**src/rtl/sdfir_pkg.sv**
```systemverilog
package sdfir_pkg;

  localparam int SAMPLE_W = 16;
  localparam int MASK_W   = 16;
  localparam int INDEX_W  = 8;
  localparam int COEF_W   = MASK_W + 1;
  localparam int PROD_W   = SAMPLE_W + COEF_W;
  localparam int ACC_W    = 40;

  localparam logic CMD_FILTER = 1'b0;
  localparam logic CMD_WRITE  = 1'b1;

  typedef logic signed [SAMPLE_W-1:0] sample_t;
  typedef logic signed [COEF_W-1:0]   coef_t;
  typedef logic signed [PROD_W-1:0]   prod_t;
  typedef logic [ACC_W-1:0]           acc_t;

  // Cell row control: shift pushes a new sample in, rotate walks the ring.
  typedef struct packed {
    logic shift;
    logic rotate;
  } cell_ctrl_t;

  // Signed value of a digit word: positive digits minus negative digits.
  // A sign bit without its digit bit contributes nothing.
  function automatic coef_t coef_value(logic [MASK_W-1:0] digits,
                                       logic [MASK_W-1:0] negs);
    logic [MASK_W-1:0] pos_bits;
    logic [MASK_W-1:0] neg_bits;
    pos_bits = digits & ~negs;
    neg_bits = digits & negs;
    coef_value = $signed({1'b0, pos_bits}) - $signed({1'b0, neg_bits});
  endfunction

endpackage

```
**src/rtl/sdfir_cell.sv**
```systemverilog
module sdfir_cell (
  input  logic                 clk,
  input  logic                 rst,
  input  sdfir_pkg::cell_ctrl_t ctrl,
  input  logic                 wr_en,
  input  sdfir_pkg::coef_t     wr_coef,
  input  sdfir_pkg::sample_t   prev_sample,
  input  sdfir_pkg::coef_t     prev_coef,
  output sdfir_pkg::sample_t   sample_q,
  output sdfir_pkg::coef_t     coef_q
);
  import sdfir_pkg::*;

  sample_t sample_r;
  coef_t   coef_r;

  always_ff @(posedge clk) begin
    if (rst) begin
      sample_r <= '0;
      coef_r   <= '0;
    end else begin
      if (wr_en) begin
        coef_r <= wr_coef;
      end
      if (ctrl.shift || ctrl.rotate) begin
        sample_r <= prev_sample;
      end
      if (ctrl.rotate) begin
        coef_r <= prev_coef;
      end
    end
  end

  assign sample_q = sample_r;
  assign coef_q   = coef_r;

endmodule

```
**config.mk**
```make
export PLATFORM = sky130hd
export DESIGN_NAME = sdfir_cell
export DESIGN_NICKNAME = d
export VERILOG_FILES = /design/src/rtl/sdfir_pkg.sv /design/src/rtl/sdfir_cell.sv
export SDC_FILE = /design/constraint.sdc
export NUM_CORES = 1
export LEC_CHECK = 0
export BUFFER_PORTS_ARGS = -buffer_cell sky130_fd_sc_hd__buf_4
export CORE_ASPECT_RATIO = 1.4
export CORE_MARGIN = 10
export CORE_UTILIZATION = 46
export CTS_CLUSTER_DIAMETER = 60
export DETAILED_ROUTE_END_ITERATION = 16
export PLACE_DENSITY = 0.85
export SLEW_MARGIN = 20
export SYNTH_ARGS = -nofsm -noshare
export SYNTH_HDL_FRONTEND = slang
export SYNTH_SLANG_ARGS = --single-unit
```
**constraint.sdc**
```tcl
create_clock -name clk -period 1.7 [get_ports clk]
set_clock_uncertainty 0.2 [all_clocks]
set_input_delay 0.425 -clock clk [delete_from_list [all_inputs] [get_ports clk]]
set_output_delay 0.425 -clock clk [all_outputs]
set_load 0.005 [all_outputs]
```
==> out/metrics.cfg <==
[global_routing]
grt_max_degree=51
grt_pass1_wl_um=6710
grt_pass1_vias=1397
grt.overflow.total=0
grt_usage=0.145
antenna_found_initial=0

[logic_synthesis]
syn_nets=203
synth_area_leaders=dfxtp_1, mux2i_1, or3b_1
ys_seq_elements=33
synth_top_cells_by_count=dfxtp_1, a211oi_1, mux2i_1, nor2b_1
synthFlopType=dfxtp_1
synth_most_common_cell=dfxtp_1
yosysWarnings=0
synth_area_per_cell_um2=9.95
async_flop_share=0
synth_top_cell_by_area=dfxtp_1
yosysTopAreaCellShare=0.449
synthCells=148
synth-seq-area-share=0.449
ys_types=12
syn_area_um2=1470
synth-edff-count=0

[routing]
drtPass1Iterations=4
vias=1330
drt_iter0_markers=43
ant_nets=0
drc=0
wirelength_um=4270
wl_per_cell_um=16.1
viasPerCell=5.00

[final_layout]
area_delta_synth_final_pct=46.5
fin_nets=282
diodes=0
final_cells=266
drive_gt1_frac=0.414
nFillCells=270
multi_input_area_um2=704
ff_latch_area_um2=661
design_area_um2=2160

[floorplan]
dieArea_um2=5900
rows=24
start_util=0.476
die_h_um=86.9
die_w_um=67.8
core_area_um2=3090
io_pins=88

[clock_network]
cts_buffer_depth=2
path_clk_slew_ns=0.06
cts_sinks=33
cts_setup_buffers=0
cts_max_level=2
worstSkewPairLatency_ns=0.27
cts_buffers=5
cts.repair.resized=0
ctsHoldBuffers=0
cts_tree=built
cts-root-buf=clkbuf_8

[placement]
dp_cells=259
dp_hpwl_um=3240
gp_congestion=0.785
placed_area_um2=2070
portBuffers=87

[sta]
period_minus_slack_ns=1.37
finalCritPeriodShare=0.805
slew_headroom=0.757
max_freq_mhz=731
worst_slew_pin_slew_ns=0.364
setup_tns_ns=0
holdWs_ns=0.215
rsz0062_at_grt=no
hold_violations=0
finalMaxSlewViolations=0
setup_violations=0

[critical_path]
cp_top_family=flip-flops
path_max_fanout=2
crit_path_max_incr_delay_ns=0.35
critPathBufInv=1
crit_type=reg -> out
cp_slowest_cell=dfxtp_1
required_ns=1.07
worstPathArrival_ns=0.74
cp-end-kind=output port
cp-start-kind=flop
crit_chain=buf_4

[flow_run]
max-cap-violations=0

[status]
outcome=complete, no violations

[pwr]
power_density_nw_per_um2=815
power_mw=1.76
power.leakage_nw=0.975
vdd_drop_max_mv=0.606

[hold_path]
worstHoldPathType=in -> reg

[kinds of logic after synthesis]
logic type	synth area share
AO/OA/AOI/OAI	0.195
buffers and inverters	0.0731
flip-flops	0.449
multiplexers	0.116
AND/OR/NAND/NOR	0.167
[final cells by class]
class | count | share of cell area
timing repair buffer | 87 | 0.303
tap | 39 | 0.0226
sequential | 33 | 0.306
multi-input combinational | 99 | 0.327
clock buffer | 7 | 0.0400
inverter | 1 | 0.00174
[sequential cells by signal (all words and copies together) (netlist names)]
register,cells
coef_q,17
sample_q,16
[routing by layer]
metal / GRT usage / wire length (µm)
met5: 0 / 0
met2: 0.231 / 2040
met3: 0.0799 / 527
met4: 0.0477 / 61
met1: 0.160 / 1650
[worst paths after layout]
path	end	startpoint	slack, ns	depth (start not counted)
worst max register to register	sample_q[1]	sample_q[1]	0.60	2
worst min register to register	coef_q[6]	coef_q[6]	0.35	2
worst max-delay path	coef_q[5]	coef_q[5]	0.33	1
worst min-delay path	sample_q[9]	prev_sample[9]	0.22	3
[where the power goes]
group | switching, mW | internal, mW
combinational | 0.128 | 0.200
sequential | 0.0255 | 0.828
clock | 0.256 | 0.321
total | 0.410 | 1.35
[metrics by stage]
step,setup WS (ns),util
2_1_floorplan,0.413,-
3_3_place_gp,0.209,0.669
3_5_place_dp,0.137,0.669
4_1_cts,0.316,0.697
5_1_grt,0.278,0.697
6_report,0.331,0.697
[cell usage in the layout, fill, tap and decap left out]
cell	instances
mux2i_1	17
a21oi_1	16
clkbuf_8	6
inv_2	1
or3b_1	16
o21ai_0	16
a211oi_1	17
clkbuf_1	1
dfxtp_1	33
buf_4	87
nor2b_1	17
(Power assumes the default switching activity.)
