## src/rtl/sdfir_pkg.sv

```systemverilog
package sdfir_pkg;

  localparam int SAMPLE_W = 16;
  localparam int MASK_W   = 16;
  localparam int INDEX_W  = 8;
  localparam int COEF_W   = MASK_W + 1;
  localparam int PROD_W   = SAMPLE_W + COEF_W;
  localparam int ACC_W    = 40;

  localparam logic CMD_FILTER = 1'b0;
  localparam logic CMD_WRITE  = 1'b1;

  typedef logic signed [SAMPLE_W-1:0] sample_t;
  typedef logic signed [COEF_W-1:0]   coef_t;
  typedef logic signed [PROD_W-1:0]   prod_t;
  typedef logic [ACC_W-1:0]           acc_t;

  // Cell row control: shift pushes a new sample in, rotate walks the ring.
  typedef struct packed {
    logic shift;
    logic rotate;
  } cell_ctrl_t;

  // Signed value of a digit word: positive digits minus negative digits.
  // A sign bit without its digit bit contributes nothing.
  function automatic coef_t coef_value(logic [MASK_W-1:0] digits,
                                       logic [MASK_W-1:0] negs);
    logic [MASK_W-1:0] pos_bits;
    logic [MASK_W-1:0] neg_bits;
    pos_bits = digits & ~negs;
    neg_bits = digits & negs;
    coef_value = $signed({1'b0, pos_bits}) - $signed({1'b0, neg_bits});
  endfunction

endpackage

```

## src/rtl/sdfir_mac.sv

```systemverilog
module sdfir_mac (
  input  logic               clk,
  input  logic               rst,
  input  logic               clear,
  input  logic               en,
  input  sdfir_pkg::sample_t sample,
  input  sdfir_pkg::coef_t   coef,
  output sdfir_pkg::acc_t    acc
);
  import sdfir_pkg::*;

  prod_t prod;
  logic  prod_valid;
  acc_t  acc_r;

  always_ff @(posedge clk) begin
    prod <= prod_t'(sample) * prod_t'(coef);
  end

  always_ff @(posedge clk) begin
    if (rst || clear) begin
      prod_valid <= 1'b0;
      acc_r      <= '0;
    end else begin
      prod_valid <= en;
      if (prod_valid) begin
        // sign-extend the product, wrap modulo 2^ACC_W
        acc_r <= acc_r + acc_t'({{(ACC_W-PROD_W){prod[PROD_W-1]}}, prod});
      end
    end
  end

  assign acc = acc_r;

endmodule
```

## config.mk

```make
export PLATFORM = sky130hd
export DESIGN_NAME = sdfir_mac
export DESIGN_NICKNAME = d
export VERILOG_FILES = /design/src/rtl/sdfir_pkg.sv /design/src/rtl/sdfir_mac.sv
export SDC_FILE = /design/constraint.sdc
export NUM_CORES = 1
export LEC_CHECK = 0
export ABC_AREA = 1
export BUFFER_PORTS_ARGS = -buffer_cell sky130_fd_sc_hd__buf_2
export CAP_MARGIN = 10
export CORE_MARGIN = 4
export CORE_UTILIZATION = 30
export DETAILED_ROUTE_END_ITERATION = 6
export GPL_TIMING_DRIVEN = 0
export SYNTH_ARGS = -nofsm -noshare
export SYNTH_HDL_FRONTEND = slang
export SYNTH_SLANG_ARGS = --single-unit
```

## constraint.sdc

```tcl
create_clock -name clk -period 8 [get_ports clk]
set_input_delay 2 -clock clk [delete_from_list [all_inputs] [get_ports clk]]
set_output_delay 2 -clock clk [all_outputs]
set_load 0.02 [all_outputs]
```

==> qor.log, run 1 <==
[yosys] share of Yosys cell area claimed by the top area cell type 0.343
[clocking] quantity of hold-fixing buffers added after cts 0
[clocking] deepest clock path buffer count 2
[yosys] count of flip-flops with a built-in enable after synthesis 0
[worst_setup_path] Worst Path Class, Setup in2reg
[worst_setup_path] logic depth of the worst register-to-register path 15
[hold_path] min-delay src acc[0]
[yosys] most frequent cells after synthesis sky130_fd_sc_hd__inv_1 (599), sky130_fd_sc_hd__nand2_1 (537), sky130_fd_sc_hd__fa_1 (277), sky130_fd_sc_hd__nor2_1 (190), sky130_fd_sc_hd__ha_1 (123)
[timing] Tightest Pin Transition 0.749 ns
[yosys] post-synth net total 2664
[worst_setup_path] crit-path max FO 10
[floorplanning] I/O pin count 77
[floorplanning] number of placement rows 84
[hold_path] Min-Delay Path Class reg2reg
[clocking] total number of H-tree levels 3
[job] max-cap violations 0
[route] Vias per Instance 4.53
[worst_setup_path] kind of start point of the critical path input pin
[hold_path] Hold Path Depth 2
[route] number of vias in the routed layout 13500
[finish] layout filler cell count 5791
[worst_setup_path] Critical Path Max Stage Delay 0.56 ns
[finish] synthesis-to-finish area growth 8.70%
[timing] total negative slack for setup checks 0 ns
[route] DRC violation count after routing 0
[finish] antenna diode count 0
[clocking] clock slew at the register clock pins of the worst setup and hold paths 0.06 ns
[yosys] portion of the post-synthesis area used by sequential elements 0.0917
[yosys] Syn. warnings 0
[worst_setup_path] r2r endpoint acc[32]
[timing] max-slew violation count 0
[global_routing] via count of the first global-routing pass 14000
[worst_setup_path] cell-by-cell trace of the critical path clkbuf_1 -> buf_1 -> nand2_1 -> fa_1 -> inv_1 -> fa_1 -> fa_1 -> fa_1 -> fa_1 -> inv_1 -> fa_1 -> inv_1 -> ha_1 -> nand2_1 -> nor2_1 -> inv_1 -> nor3_2 -> nand4_1 -> nand3b_1 -> nand2_1 -> nand3_1 -> xor2_1
[route] count of nets left with antenna violations after detail routing 0
[route] length of the first detailed-routing pass in iterations 5
[timing] clock period minus worst slack 7.75 ns
[yosys] syn avg cell area 7.25 sq um
[placed_design] detailed-placement wirelength estimate 39800 um
[global_routing] first-pass GRT wire length 75000 um
[timing] period utilization 0.968
[yosys] Syn Inst Count 2227
[clocking] latest clock arrival within the worst-skew pair 0.36 ns
[global_routing] aggregate global-route resource usage 0.166
[worst_setup_path] CP max-delay cell sky130_fd_sc_hd__fa_1
[timing] Post-Route Hold Slack 0.492 ns
[yosys] primary flip-flop cell chosen by synthesis mapping sky130_fd_sc_hd__dfxtp_1
[placed_design] weighted congestion reported at the end of routability-driven placement 0.919
[yosys] proportion of synthesized flip-flops having asynchronous set or reset 0
[yosys] Synth area leader sky130_fd_sc_hd__fa_1
[global_routing] initial antenna violation count 0
[yosys] post-synthesis instance area 16200 sq um
[floorplanning] starting density of the core 0.305
[clocking] TritonCTS clock tree built
[clocking] total clock buffers created by CTS 9
[yosys] top cells by area, synth sky130_fd_sc_hd__fa_1 (34%), sky130_fd_sc_hd__inv_1 (14%), sky130_fd_sc_hd__nand2_1 (12%)
[yosys] Synth cell types 49
[timing] setup violators final 0
[hold_path] WHS Endpoint acc[0]
[timing] clock skew after layout 0.0117 ns
[worst_setup_path] R2R setup slack 5.44 ns
[worst_setup_path] Critical Path RT 8.25 ns
[timing] relative slew slack 0.500
[timing] count of final hold-check violations 0
[worst_setup_path] cell repeated most along the worst path sky130_fd_sc_hd__fa_1
[finish] total number of nets in the final design 2725
[outcome] status complete, no violations
[timing] setup repair after global routing missed its margin false
[route] average wire per cell in the routed design 15.6 um
[clocking] number of clock sinks 74
[clocking] root buffer cell sky130_fd_sc_hd__clkbuf_16
[timing] upper clock frequency limit 0.129 GHz
[route] number of DRC violations after detailed-routing iteration 0 832
[floorplanning] core region area 53000 sq um
[global_routing] Overflow after GRT 0
[placed_design] Port Buffers 50
[worst_setup_path] beginning of the worst register-to-register path prod[0]
[route] final wirelength 46600 um
[yosys] number of flip-flops and latches in the synthesized netlist 74
[floorplanning] Die Span X 240 um
[clocking] # Post-CTS Setup Buffers 0
[worst_setup_path] kind of end point of the critical path flop
[floorplanning] die height 240 um
[global_routing] largest net degree at the start of global routing 14
[worst_setup_path] arrival time at the worst endpoint 7.99 ns
[finish] layout cell share with drive strength beyond 1 0.0663
[yosys] most common cell in the synthesized netlist sky130_fd_sc_hd__inv_1
[floorplanning] die area 57600 sq um
==> stage by stage <==
stage                util  cell area, sq um  std cells  setup slack, ns
finish              0.331             17600       2981            0.252
global route        0.331             17600       2981          0.00864
CTS                 0.331             17500       2981           0.0414
detailed placement  0.326             17300       2965           -0.491
global placement    0.326             17300       2965           -0.502
floorplan               -             16200       2227            0.842
==> how the worst max path moves through the flow <==
stage | start | endpoint | slack, ns | cells after the start
CTS | sample[4] | prod[30] | 0.04 | 22
global placement | sample[5] | prod[32] | -0.50 | 21
floorplan | sample[5] | prod[28] | 0.84 | 21
global route | sample[8] | prod[29] | 0.009 | 24
finish | sample[10] | prod[30] | 0.25 | 22
detailed placement | sample[5] | prod[32] | -0.49 | 21
==> cells in the final DEF, fill, tap and decap left out, types with 2 or more instances in the layout <==
cell type,instances
sky130_fd_sc_hd__a21oi_1,72
sky130_fd_sc_hd__o21ai_2,2
sky130_fd_sc_hd__clkinvlp_4,2
sky130_fd_sc_hd__ha_1,123
sky130_fd_sc_hd__o21ai_0,39
sky130_fd_sc_hd__inv_2,2
sky130_fd_sc_hd__or2_2,6
sky130_fd_sc_hd__clkinv_2,2
sky130_fd_sc_hd__xnor2_1,23
sky130_fd_sc_hd__nand3_1,52
sky130_fd_sc_hd__a21oi_2,9
sky130_fd_sc_hd__nand2_2,22
sky130_fd_sc_hd__a211oi_1,2
sky130_fd_sc_hd__a21o_1,9
sky130_fd_sc_hd__buf_2,51
sky130_fd_sc_hd__nor2_1,190
sky130_fd_sc_hd__nand2_1,537
sky130_fd_sc_hd__xor2_1,29
sky130_fd_sc_hd__clkbuf_16,9
sky130_fd_sc_hd__nor3_2,2
sky130_fd_sc_hd__nand3_2,4
sky130_fd_sc_hd__clkbuf_2,16
sky130_fd_sc_hd__nor2_2,6
sky130_fd_sc_hd__inv_1,599
sky130_fd_sc_hd__dfxtp_1,74
sky130_fd_sc_hd__buf_1,2
sky130_fd_sc_hd__clkbuf_1,51
sky130_fd_sc_hd__a21boi_2,3
sky130_fd_sc_hd__nor2_4,4
sky130_fd_sc_hd__fa_1,276
sky130_fd_sc_hd__nand4_1,18
sky130_fd_sc_hd__o21ai_1,17
sky130_fd_sc_hd__nor3_1,4
sky130_fd_sc_hd__or2_1,2
sky130_fd_sc_hd__nand2_4,2
sky130_fd_sc_hd__a31oi_1,2
sky130_fd_sc_hd__o21bai_1,11
==> final cells by class <==
type / instances / area, sq um / share of cell area
flip-flops and latches: 74 / 1480 / 0.0844
inverters: 601 / 2260 / 0.129
well taps: 688 / 861 / 0.0490
multi-input cells: 1480 / 12100 / 0.690
repair buffers: 50 / 250 / 0.0143
clock buffers: 10 / 229 / 0.0130
clock inverters: 6 / 42.5 / 0.00242
plain buffers: 72 / 314 / 0.0179
==> routing by layer <==
metal | part of all wire | track usage
met5 | 0 | 0
met4 | 0.027 | 0.0504
met3 | 0.067 | 0.0263
met2 | 0.47 | 0.284
met1 | 0.44 | 0.217
==> repair_timing <==
item / in CTS / in global routing
endpoints found under the hold margin: 0 / 0
setup endpoints to repair: 2 / 11
pin swaps: 0 / 0
gates resized for setup: 1 / 32
==> logic make-up (layout without fill, tap and decap cells) <==
| logic type | after synthesis | count (layout) | share of synthesized area |
|---|---|---|---|
| adder cells (fa/ha/maj) | 400 | 400 | 0.439 |
| flip-flops | 74 | 74 | 0.0917 |
| AO/OA/AOI/OAI | 175 | 175 | 0.0659 |
| XOR/XNOR | 52 | 52 | 0.0282 |
| buffers and inverters | 673 | 739 | 0.158 |
| AND/OR/NAND/NOR | 853 | 853 | 0.218 |
==> registers in the layout (all words and copies together) (netlist names) <==
signal and flops:
prod 33, acc 40, prod_valid 1
==> worst max-delay path: cells and delay by family <==
kind	cells	cell delay (ns)
xor gates and xnor gates	1	0.26
buffers and inverters	6	1.21
and+or+nand+nor	8	1.16
adders and majority gates	7	3.35
Power of run 1 is left out: the tool's default activity adds up to more than one toggle a clock period on the data nets, which glitch-free logic cannot reach.
==> run 2, diff against run 1 <==
clock period = 8.13 ns   (was 8 ns; I/O delays follow)
==> run 2 against run 1 <==
Via count is 0.43% lower. Final cell count stayed put. Count of clock-buffer cells in the layout stayed put. Core utilization hardly changed. Cell area hardly changed. First-iteration DRC count is 6.5% higher. Setup slack better by 0.089 ns.
==> qor.log, run 2 (same netlist as run 1, synthesis figures left out) <==
[worst_setup_path] kind of start point of the critical path input pin
[finish] layout filler cell count 5792
[placed_design] detailed-placement wirelength estimate 39800 um
[timing] period utilization 0.958
[global_routing] Overflow after GRT 0
[timing] clock skew after layout 0.0118 ns
[timing] post-layout worst setup margin 0.341 ns
[route] average wire per cell in the routed design 15.6 um
[finish] final cell count without fillers 2981
[worst_setup_path] crit-path max FO 8
[floorplanning] starting density of the core 0.305
[hold_path] min-delay src acc[39]
[worst_setup_path] Worst Path Class, Setup in2reg
[finish] layout cell share with drive strength beyond 1 0.0641
[clocking] TritonCTS clock tree built
[global_routing] first-pass GRT wire length 75000 um
[placed_design] weighted congestion reported at the end of routability-driven placement 0.919
[worst_setup_path] Critical Path RT 8.36 ns
[worst_setup_path] logic depth of the worst register-to-register path 15
[clocking] # Post-CTS Setup Buffers 0
[floorplanning] Die Span X 240 um
[timing] Post-Route Hold Slack 0.496 ns
[route] DRC violation count after routing 0
[clocking] root buffer cell sky130_fd_sc_hd__clkbuf_16
[placed_design] setup slack at placement -0.393 ns
[timing] setup repair after global routing missed its margin false
[floorplanning] die area 57600 sq um
[worst_setup_path] r2r endpoint acc[32]
[timing] max-slew violation count 0
[finish] fraction of the core area covered by cells at the end of the flow 0.331
[worst_setup_path] beginning of the worst register-to-register path prod[0]
[clocking] deepest clock path buffer count 2
[timing] upper clock frequency limit 0.128 GHz
[worst_setup_path] arrival time at the worst endpoint 8.02 ns
[job] max-cap violations 0
[clocking] total clock buffers created by CTS 9
[floorplanning] core region area 53000 sq um
[placed_design] Cells after DPL 2965
[finish] highest-count cells in the layout ignoring fill and taps sky130_fd_sc_hd__inv_1 (599), sky130_fd_sc_hd__nand2_1 (537), sky130_fd_sc_hd__fa_1 (277)
[global_routing] via count of the first global-routing pass 14000
[timing] count of final hold-check violations 0
[clocking] clock slew at the register clock pins of the worst setup and hold paths 0.06 ns
[clocking] total number of H-tree levels 3
[hold_path] Hold Path Depth 2
[timing] setup violators final 0
[route] number of DRC violations after detailed-routing iteration 0 886
[route] final wirelength 46600 um
[timing] Tightest Pin Transition 0.755 ns
[hold_path] WHS Endpoint acc[39]
[worst_setup_path] R2R setup slack 5.55 ns
[hold_path] Min-Delay Path Class reg2reg
[finish] synthesis-to-finish area growth 8.65%
[global_routing] largest net degree at the start of global routing 14
[global_routing] aggregate global-route resource usage 0.166
[finish] total number of nets in the final design 2725
[clocking] latest clock arrival within the worst-skew pair 0.36 ns
[placed_design] Port Buffers 50
[global_routing] initial antenna violation count 0
[floorplanning] number of placement rows 84
[finish] antenna diode count 0
[floorplanning] die height 240 um
[worst_setup_path] kind of end point of the critical path flop
[floorplanning] I/O pin count 77
[clocking] number of clock sinks 74
[finish] most common library cell in the layout ignoring fill and taps sky130_fd_sc_hd__inv_1
[route] length of the first detailed-routing pass in iterations 6
[finish] number of flip-flops in the largest register 40
[timing] clock period minus worst slack 7.79 ns
[route] Vias per Instance 4.51
[timing] relative slew slack 0.496
[route] count of nets left with antenna violations after detail routing 0
[route] number of vias in the routed layout 13400
[outcome] status complete, no violations
## run 2: changes by cell type in the layout (fill, tap and decap cells not counted)
cell / change
sky130_fd_sc_hd__clkbuf_1: +5
sky130_fd_sc_hd__fa_2: -1
sky130_fd_sc_hd__buf_1: -1
sky130_fd_sc_hd__clkbuf_2: -4
sky130_fd_sc_hd__fa_1: +1
## run 2: per-stage QoR
step           instance area (sq um)  TNS (ns)
2_1_floorplan                  16200         0
3_3_place_gp                   17300     -1.56
3_5_place_dp                   17300     -1.70
4_1_cts                        17500         0
5_1_grt                        17500         0
6_report                       17500         0
## run 2: worst max-delay path, stage by stage
cell and delay [ns]:
sky130_fd_sc_hd__clkbuf_1 0.49, sky130_fd_sc_hd__nand2_1 0.23, sky130_fd_sc_hd__inv_1 0.18, sky130_fd_sc_hd__fa_1 0.57, sky130_fd_sc_hd__fa_1 0.89, sky130_fd_sc_hd__fa_1 0.58, sky130_fd_sc_hd__fa_1 0.56, sky130_fd_sc_hd__inv_1 0.05
sky130_fd_sc_hd__fa_1 0.46, sky130_fd_sc_hd__fa_1 0.49, sky130_fd_sc_hd__inv_1 0.04, sky130_fd_sc_hd__ha_1 0.41, sky130_fd_sc_hd__a21oi_1 0.30, sky130_fd_sc_hd__nand2_1 0.10, sky130_fd_sc_hd__nor2_1 0.15, sky130_fd_sc_hd__o21ai_0 0.10
sky130_fd_sc_hd__a31oi_1 0.19, sky130_fd_sc_hd__inv_1 0.06, sky130_fd_sc_hd__nand2_1 0.06, sky130_fd_sc_hd__nand2_1 0.07
## run 2: worst max-delay path by stage
stage | start | end | slack [ns] | cells past startpoint
detailed placement | sample[5] | prod[32] | -0.39 | 21
global placement | sample[5] | prod[32] | -0.40 | 21
floorplan | sample[5] | prod[28] | 0.94 | 21
global route | sample[6] | prod[32] | 0.004 | 21
finish | sample[1] | prod[32] | 0.34 | 20
CTS | sample[4] | prod[30] | 0.14 | 22
## run 2: what timing repair did
item                                    CTS  global route
gates cloned                              0             0
endpoints found under the setup margin    1             8
hold buffers                              0             0
gates resized for setup                   1            22
## run 2: cell type report
cell class / instances / area (sq um) / area share
plain buffers: 72 / 309 / 0.0176
clock buffers: 10 / 229 / 0.0130
clock inverters: 6 / 42.5 / 0.00242
inverters: 601 / 2260 / 0.129
multi-input cells: 1480 / 12100 / 0.691
flip-flops and latches: 74 / 1480 / 0.0844
well taps: 688 / 861 / 0.0491
repair buffers: 50 / 250 / 0.0143
## run 2: per-layer routing
layer,global-route usage,up-vias,share of wire
li1,-,6600,-
met1,0.217,6366,0.44
met2,0.284,404,0.47
met3,0.0263,67,0.063
met4,0.0504,0,0.027
met5,0,-,0
Power of run 2 is left out for the same reason.
==> run 3, diff against run 2 <==
CORE_MARGIN = 1   (was 4)
==> run 3 against run 2 <==
The flow now finishes with violations (design-rule violations). First-iteration DRC count up 1.6%. Wire length down 0.98%. Setup slack worse by 0.059 ns. Critical path depth up 2. Count of clock-buffer cells in the layout unchanged. Critical path type unchanged. Highest routed layer unchanged.
==> qor.log, run 3 (same netlist as run 1, synthesis figures left out) <==
[floorplanning] die area 54800 sq um
[worst_setup_path] Critical Path RT 8.37 ns
[global_routing] Overflow after GRT 0
[finish] final cell count without fillers 2981
[timing] clock period minus worst slack 7.85 ns
[timing] relative slew slack 0.487
[global_routing] initial antenna violation count 0
[timing] setup repair after global routing missed its margin false
[timing] max-slew violation count 0
[timing] upper clock frequency limit 0.127 GHz
[timing] setup violators final 0
[job] max-cap violations 0
[worst_setup_path] Worst Path Class, Setup in2reg
[placed_design] weighted congestion reported at the end of routability-driven placement 0.926
[route] DRC violation count after routing 7
[floorplanning] Die Span X 234 um
[hold_path] Min-Delay Path Class reg2reg
[clocking] latest clock arrival within the worst-skew pair 0.35 ns
[global_routing] largest net degree at the start of global routing 14
[clocking] deepest clock path buffer count 2
[placed_design] Port Buffers 50
[finish] most common library cell in the layout ignoring fill and taps sky130_fd_sc_hd__inv_1
[clocking] number of clock sinks 74
[clocking] total number of H-tree levels 3
[timing] Tightest Pin Transition 0.770 ns
[timing] period utilization 0.965
[clocking] TritonCTS clock tree built
[finish] antenna diode count 0
[clocking] quantity of hold-fixing buffers added after cts 0
[timing] count of final hold-check violations 0
[floorplanning] core region area 52900 sq um
[placed_design] detailed-placement wirelength estimate 39300 um
[outcome] violations in the final reports design-rule violations
[clocking] root buffer cell sky130_fd_sc_hd__clkbuf_16
[clocking] # Post-CTS Setup Buffers 0
[global_routing] via count of the first global-routing pass 13800
[placed_design] Cells after DPL 2965
[timing] Post-Route Hold Slack 0.499 ns
[floorplanning] number of placement rows 84
[global_routing] aggregate global-route resource usage 0.177
[route] final wirelength 46100 um
[worst_setup_path] crit-path max FO 10
[finish] layout cell share with drive strength beyond 1 0.0654
[floorplanning] starting density of the core 0.306
[worst_setup_path] kind of start point of the critical path input pin
[finish] synthesis-to-finish area growth 9.12%
[route] length of the first detailed-routing pass in iterations 7
[finish] highest-count cells in the layout ignoring fill and taps sky130_fd_sc_hd__inv_1 (599), sky130_fd_sc_hd__nand2_1 (537), sky130_fd_sc_hd__fa_1 (277)
[worst_setup_path] kind of end point of the critical path flop
[worst_setup_path] R2R setup slack 5.65 ns
[clocking] total clock buffers created by CTS 9
[clocking] clock slew at the register clock pins of the worst setup and hold paths 0.06 ns
[floorplanning] die height 234 um
[floorplanning] I/O pin count 77
[timing] clock skew after layout 0.00939 ns
[finish] total number of nets in the final design 2725
[route] Vias per Instance 4.49
[route] number of DRC violations after detailed-routing iteration 0 900
[global_routing] first-pass GRT wire length 74300 um
[finish] number of flip-flops in the largest register 40
[worst_setup_path] arrival time at the worst endpoint 8.09 ns
[route] number of vias in the routed layout 13400
[route] count of nets left with antenna violations after detail routing 0
[outcome] status complete, but fails checks
[route] average wire per cell in the routed design 15.5 um
[run 3: worst max-delay path, stage by stage]
cell                       delay, ns
sky130_fd_sc_hd__clkbuf_1       0.50
sky130_fd_sc_hd__clkbuf_1       0.59
sky130_fd_sc_hd__nand2_1        0.16
sky130_fd_sc_hd__fa_1           0.53
sky130_fd_sc_hd__inv_1          0.05
sky130_fd_sc_hd__fa_1           0.46
sky130_fd_sc_hd__fa_1           0.57
sky130_fd_sc_hd__fa_1           0.44
sky130_fd_sc_hd__fa_1           0.49
sky130_fd_sc_hd__inv_1          0.05
sky130_fd_sc_hd__fa_1           0.47
sky130_fd_sc_hd__inv_1          0.04
sky130_fd_sc_hd__ha_1           0.34
sky130_fd_sc_hd__nand2_1        0.12
sky130_fd_sc_hd__nor2_1         0.17
sky130_fd_sc_hd__inv_1          0.07
sky130_fd_sc_hd__nor3_2         0.15
sky130_fd_sc_hd__nand4_1        0.12
sky130_fd_sc_hd__nand3b_1       0.26
sky130_fd_sc_hd__nand2_1        0.09
sky130_fd_sc_hd__nand3_1        0.09
sky130_fd_sc_hd__xor2_1         0.28
[run 3: layout make-up]
class                   count  area [sq um]
plain buffers              72           313
clock buffers              10           229
fillers                  5692         35200
clock inverters             6           114
inverters                 601          2260
repair buffers             50           250
flip-flops and latches     74          1480
well taps                 688           861
multi-input cells        1480         12100
[run 3: path summary, 6_finish.rpt]
| kind | startpoint | to | cells past startpoint |
|---|---|---|---|
| worst min-delay path | acc[0] | acc[0] | 2 |
| worst min register to register | acc[0] | acc[0] | 2 |
| worst max register to register | acc[0] | acc[32] | 15 |
| worst max-delay path | sample[11] | prod[30] | 22 |
[run 3: per-layer routing]
metal	global-route usage	vias to the layer above	routed length (um)
met1	0.234	6381	20800
li1	-	6603	-
met2	0.306	352	22000
met5	0	-	0
met3	0.0186	50	2410
met4	0.0426	0	965
[run 3: timing repair]
action / in CTS / in global routing
cloned: 0 / 0
gates resized for setup: 1 / 28
endpoints found under the setup margin: 1 / 7
[run 3: metrics by stage]
stage	setup TNS (ns)	util	instance area, sq um	worst slack (ns)
floorplan	0	-	16200	0.939
global placement	-1.84	0.327	17300	-0.424
detailed placement	-2.00	0.327	17300	-0.431
CTS	0	0.333	17600	0.118
global route	0	0.333	17600	0.0107
finish	0	0.333	17600	0.282
Power of run 3 is left out for the same reason.
